`config.mk`:
```
export PLATFORM = sky130hd
export DESIGN_NAME = tlbpt_ctrl
export DESIGN_NICKNAME = d
export VERILOG_FILES = /design/src/sv/tlb_page_table_translator_macros.svh /design/src/sv/tlbpt_pkg.sv /design/src/sv/tlbpt_ctrl.sv
export SDC_FILE = /design/constraint.sdc
export NUM_CORES = 1
export LEC_CHECK = 0
export ABC_AREA = 1
export BUFFER_PORTS_ARGS = -buffer_cell sky130_fd_sc_hd__buf_2
export CAP_MARGIN = 15
export CELL_PAD_IN_SITES_DETAIL_PLACEMENT = 1
export CELL_PAD_IN_SITES_GLOBAL_PLACEMENT = 1
export CORE_AREA = 2 2 39 41
export DETAILED_ROUTE_END_ITERATION = 8
export DIE_AREA = 0 0 41 43
export GPL_ROUTABILITY_DRIVEN = 1
export PLACE_DENSITY = 0.48
export RECOVER_POWER = 50
export SLEW_MARGIN = 20
export SYNTH_ARGS = -nofsm -noshare
export SYNTH_HDL_FRONTEND = slang
export SYNTH_SLANG_ARGS = --single-unit
```
`constraint.sdc`:
```
create_clock -name clk -period 0.9 [get_ports clk]
set_input_delay 0.09 -clock clk [delete_from_list [all_inputs] [get_ports clk]]
set_output_delay 0.09 -clock clk [all_outputs]
set_load 0.05 [all_outputs]
```
`src/sv/tlb_page_table_translator_macros.svh`:
```
// Assertion macros for the TLB page-table translator.
// Expects clk and rst in scope at the point of use.
`ifndef TLB_PAGE_TABLE_TRANSLATOR_MACROS_SVH
`define TLB_PAGE_TABLE_TRANSLATOR_MACROS_SVH

// Condition holds at every edge outside reset
`define TLBPT_ASSERT_ALWAYS(label, cond, msg) \
  label: assert property (@(posedge clk) disable iff (rst) (cond)) else $error(msg);

// Antecedent implies consequent in the same cycle
`define TLBPT_ASSERT_IMPL(label, ante, cons, msg) \
  label: assert property (@(posedge clk) disable iff (rst) (ante) |-> (cons)) else $error(msg);

// Antecedent implies consequent in the next cycle
`define TLBPT_ASSERT_NEXT(label, ante, cons, msg) \
  label: assert property (@(posedge clk) disable iff (rst) (ante) |=> (cons)) else $error(msg);

`endif

```
`src/sv/tlbpt_pkg.sv`:
```
// Shared types and constants for the TLB page-table translator.
// No dependencies.
`default_nettype none

package tlbpt_pkg;

  localparam int ADDR_W  = 20;
  localparam int COUNT_W = 32;
  localparam int FREE_W  = 11;
  localparam logic [FREE_W-1:0] FREE_MAX = {FREE_W{1'b1}};

  // Controller to datapath commands
  typedef struct packed {
    logic clear;
    logic load;
    logic reduce;
    logic lookup;
    logic resolve;
  } ctl_cmd_t;

  // Datapath to controller status
  typedef struct packed {
    logic clear_last;
    logic need_reduce;
    logic reduce_last;
  } dp_status_t;

  // Shift-subtract steps needed to bring a vw-bit page number below pc.
  // Zero when pc is a power of two (a mask does it) or already larger.
  function automatic int reduce_steps(input int pc, input int vw);
    int n;
    n = 0;
    if ((pc & (pc - 1)) != 0) begin
      for (int k = 0; k < ADDR_W; k++) begin
        if ((longint'(pc) << k) < (longint'(1) << vw)) begin
          n = k + 1;
        end
      end
    end
    return n;
  endfunction

endpackage

`default_nettype wire

```
`src/sv/tlbpt_ctrl.sv`:
```
// Sequencer for the translator: clearing pass, page reduction, lookup, resolve.
// Depends on tlbpt_pkg.
`default_nettype none

module tlbpt_ctrl (
  input  wire                    clk,
  input  wire                    rst,
  input  wire                    start,
  input  tlbpt_pkg::dp_status_t  status,
  output tlbpt_pkg::ctl_cmd_t    cmd,
  output logic                   busy,
  output logic                   done
);

  typedef enum logic [2:0] {
    ST_CLEAR,
    ST_IDLE,
    ST_REDUCE,
    ST_LOOKUP,
    ST_RESOLVE
  } state_t;

  state_t state;
  state_t state_next;

  // Next state
  always_comb begin
    state_next = state;
    unique case (state)
      ST_CLEAR: begin
        if (status.clear_last) begin
          state_next = ST_IDLE;
        end
      end
      ST_IDLE: begin
        if (start) begin
          state_next = status.need_reduce ? ST_REDUCE : ST_LOOKUP;
        end
      end
      ST_REDUCE: begin
        if (status.reduce_last) begin
          state_next = ST_LOOKUP;
        end
      end
      ST_LOOKUP:  state_next = ST_RESOLVE;
      ST_RESOLVE: state_next = ST_IDLE;
      default:    state_next = ST_IDLE;
    endcase
  end

  // Datapath commands
  always_comb begin
    cmd.clear   = (state == ST_CLEAR);
    cmd.load    = (state == ST_IDLE) && start;
    cmd.reduce  = (state == ST_REDUCE);
    cmd.lookup  = (state == ST_LOOKUP);
    cmd.resolve = (state == ST_RESOLVE);
  end

  // State and registered handshake outputs
  always_ff @(posedge clk) begin
    if (rst) begin
      state <= ST_CLEAR;
      busy  <= 1'b1;
      done  <= 1'b0;
    end else begin
      state <= state_next;
      busy  <= (state_next != ST_IDLE);
      done  <= (state == ST_RESOLVE);
    end
  end

endmodule

`default_nettype wire

```
==> impl_metrics.py <==
metrics = {
    "worst_hold_path": {
        "holdPathEnd": "state[1]",
        "min_from": "rst",
        "hold_path.class": "primary input to flop",
        "hold_depth": 2,
    },
    "routing": {
        "drt_iter0_markers": 0,
        "via_per_inst": 4.01,
        "first_pass_iters": 1,
        "drc": 0,
        "routedWlPerCell_um": 13.0,
        "via_count": 301,
        "routed_wirelength_um": 974,
        "ant_nets": 0,
    },
    "final_layout": {
        "fillers": 166,
        "seq_area_um2": 111,
        "stdcell_count": 75,
        "area.growth.synth_to_final_pct": 182,
        "n_antenna_cell": 0,
        "drive_above_1_share_pct": 81.4,
        "multiInputGateArea_um2": 195,
        "final_net_count": 66,
    },
    "clock_tree": {
        "clk_latency_ns": 0.24,
        "root_buffer": "clkbuf_4",
        "cts.clk_slew.worst_paths_ns": 0.04,
        "ctsHoldBuffers": 0,
        "clock-sinks": 5,
        "cts_tree": "yes",
        "h-tree-depth": 1,
        "cts_buffer_depth": 2,
        "cts_buffers": 3,
    },
    "place": {
        "dp_hpwl_um": 662,
        "place_congestion": 0.679,
        "place_inst": 68,
        "place_ws_ns": -0.140,
        "portBuffers": 12,
    },
    "logic_synthesis": {
        "synth_ff_type": "dfxtp_1",
        "synth.most_common_cell": "inv_1",
        "synth_warnings": 0,
        "ys_ff_latch": 5,
        "synthTopCellsByArea": "dfxtp_1, inv_1, nand3_1",
        "synth_fp_nets": 38,
        "ys_top_cells_by_count": "inv_1, dfxtp_1, nand3_1, nor2_1, nand2_1",
        "ys_seq_area_share_pct": 46.2,
        "synth_cell_types": 10,
        "async_flop_share_pct": 0,
        "synth_edf_count": 0,
        "synth_cells": 32,
        "syn_avg_cell_area_um2": 6.76,
        "yosys.area.top_type": "dfxtp_1",
        "synth_top_area_share_pct": 46.2,
        "synth_area_um2": 216,
    },
    "grt": {
        "grt_pass1_wl_mm": 1.61,
        "gr-total-overflow": 0,
        "grt_max_degree": 6,
        "grt_use_total_pct": 13.9,
        "antenna_found_initial": 0,
        "grt_pass1_vias": 368,
    },
    "critical_path": {
        "crit_arrival_ns": 1.06,
        "cpPeakStageDelay_ns": 0.37,
        "setup.worst_path.end_class": "output pin",
        "path_max_fanout": 4,
        "cp_cell_sequence": "nor2_4 -> nand3_4 -> clkinvlp_4 -> buf_8",
        "worst_setup_path_start_kind": "flop",
        "required_ns": 0.81,
        "regToRegStartpoint": "state[1]",
        "reg2reg_slack_ns": -0.10,
        "rr_endpoint": "busy",
        "reg2regPathDepth": 6,
        "crit_type": "flop to output pin",
        "cp_slowest_cell": "dfxtp_4",
    },
    "timing": {
        "skew_ns": 0.00126,
        "fin_crit_ns": 1.15,
        "fin_ws_ns": -0.254,
        "rsz0062_at_grt": "yes",
        "setup_viol": 8,
        "finalMaxSlewViolations": 0,
        "post-route-period-util_pct": 128,
        "worstMarginPinSlew_ns": 0.155,
        "max_freq_mhz": 866,
        "finalHoldViolCount": 0,
        "relSlewSlack_pct": 89.7,
    },
    "flow_run": {
        "drv_cap": 0,
    },
    "floorplanning": {
        "core-area_um2": 1380,
        "io_pins": 13,
        "die_area_um2": 1760,
        "die_h_um": 43,
        "die_w_um": 41,
        "rows": 14,
        "initial_core_util_pct": 15.6,
    },
    "power_and_ir_drop": {
        "ir_worst_vdd_uv": 553,
        "p_leak_nw": 0.268,
        "p_per_area_nw_per_um2": 1460,
        "power_w": 0.000892,
    },
    "run_status": {
        "violations": "setup timing",
        "status": "complete, but fails checks",
    },
}
-- worst max path at each step --
| stage | startpoint | to | slack [ns] | depth (start not counted) |
|---|---|---|---|---|
| 2_1_floorplan | state[1] | cmd[0] | -0.004 | 3 |
| 3_3_place_gp | state[1] | cmd[3] | -0.12 | 4 |
| 3_5_place_dp | state[0] | cmd[2] | -0.14 | 4 |
| 4_1_cts | state[1] | cmd[2] | -0.25 | 4 |
| 5_1_grt | state[2] | cmd[3] | -0.31 | 4 |
| 6_report | state[2] | cmd[3] | -0.25 | 4 |
-- per-layer routing --
metal	vias to the layer above	share of wire (%)	global-route usage [%]
met5	-	0	0
met4	0	0	8.00
met3	0	6.2	3.14
met2	7	61	22.2
met1	142	33	15.8
li1	152	-	-
-- critical path, delay by kind of cell (launching register included) --
family        cells  cell delay, ns
buf+inv           2            0.23
flops             1            0.37
simple gates      2            0.23
-- registers in the layout, indices dropped and copies added (netlist names) --
name	flops
state	3
busy	1
done	1
-- kinds of logic (layout without fill, tap and decap cells) --
logic type / count (synthesis) / after routing / synth area share (%)
buffers and inverters: 8 / 35 / 13.9
DFF: 5 / 5 / 46.2
AOI/OAI and AO/OA: 1 / 1 / 2.31
and+or+nand+nor: 18 / 18 / 37.6
-- report_power, final --
part           leakage [nW]  switching (W)  internal [W]
sequential           0.0431      0.0000238      0.000237
clock                0.0150      0.0000844      0.000167
combinational         0.210       0.000216      0.000164
total                 0.268       0.000324      0.000568
-- timing repair --
action	in CTS	in global routing
resized for setup	35	9
setup endpoints to repair	11	11
endpoints found under the hold margin	0	0
pin swaps	7	4
setup buffers	4	2
-- metrics by stage --
stage,cell area [µm²],utilization [%],hold WS (ns),setup TNS (ns)
after floorplan,259,-,0.149,-0.00416
after global placement,399,28.8,0.297,-0.450
after detailed placement,399,28.8,0.307,-0.749
after CTS,563,40.7,0.0693,-1.54
after global routing,611,44.1,0.113,-1.85
final,611,44.1,0.114,-1.46
-- layout by cell type (no fill, tap or decap), types with 2 or more instances in the layout --
cell type   instances
buf_2               5
buf_8               3
inv_2               2
buf_4               6
inv_1               2
nand3_4             2
nand2_1             3
nand3_1             2
nor3_4              2
clkinvlp_4          2
clkbuf_4            4
buf_6               8
nor2_4              5
dfxtp_4             3
dfxtp_1             2
-- area by class of cell --
| cell class | count | area share [%] |
|---|---|---|
| repair buffers | 23 | 34.8 |
| inverters | 8 | 7.38 |
| multi-input cells | 19 | 32.0 |
| clock buffers | 4 | 4.30 |
| flip-flops and latches | 5 | 18.2 |
| well taps | 16 | 3.28 |
(Power assumes the default switching activity.)
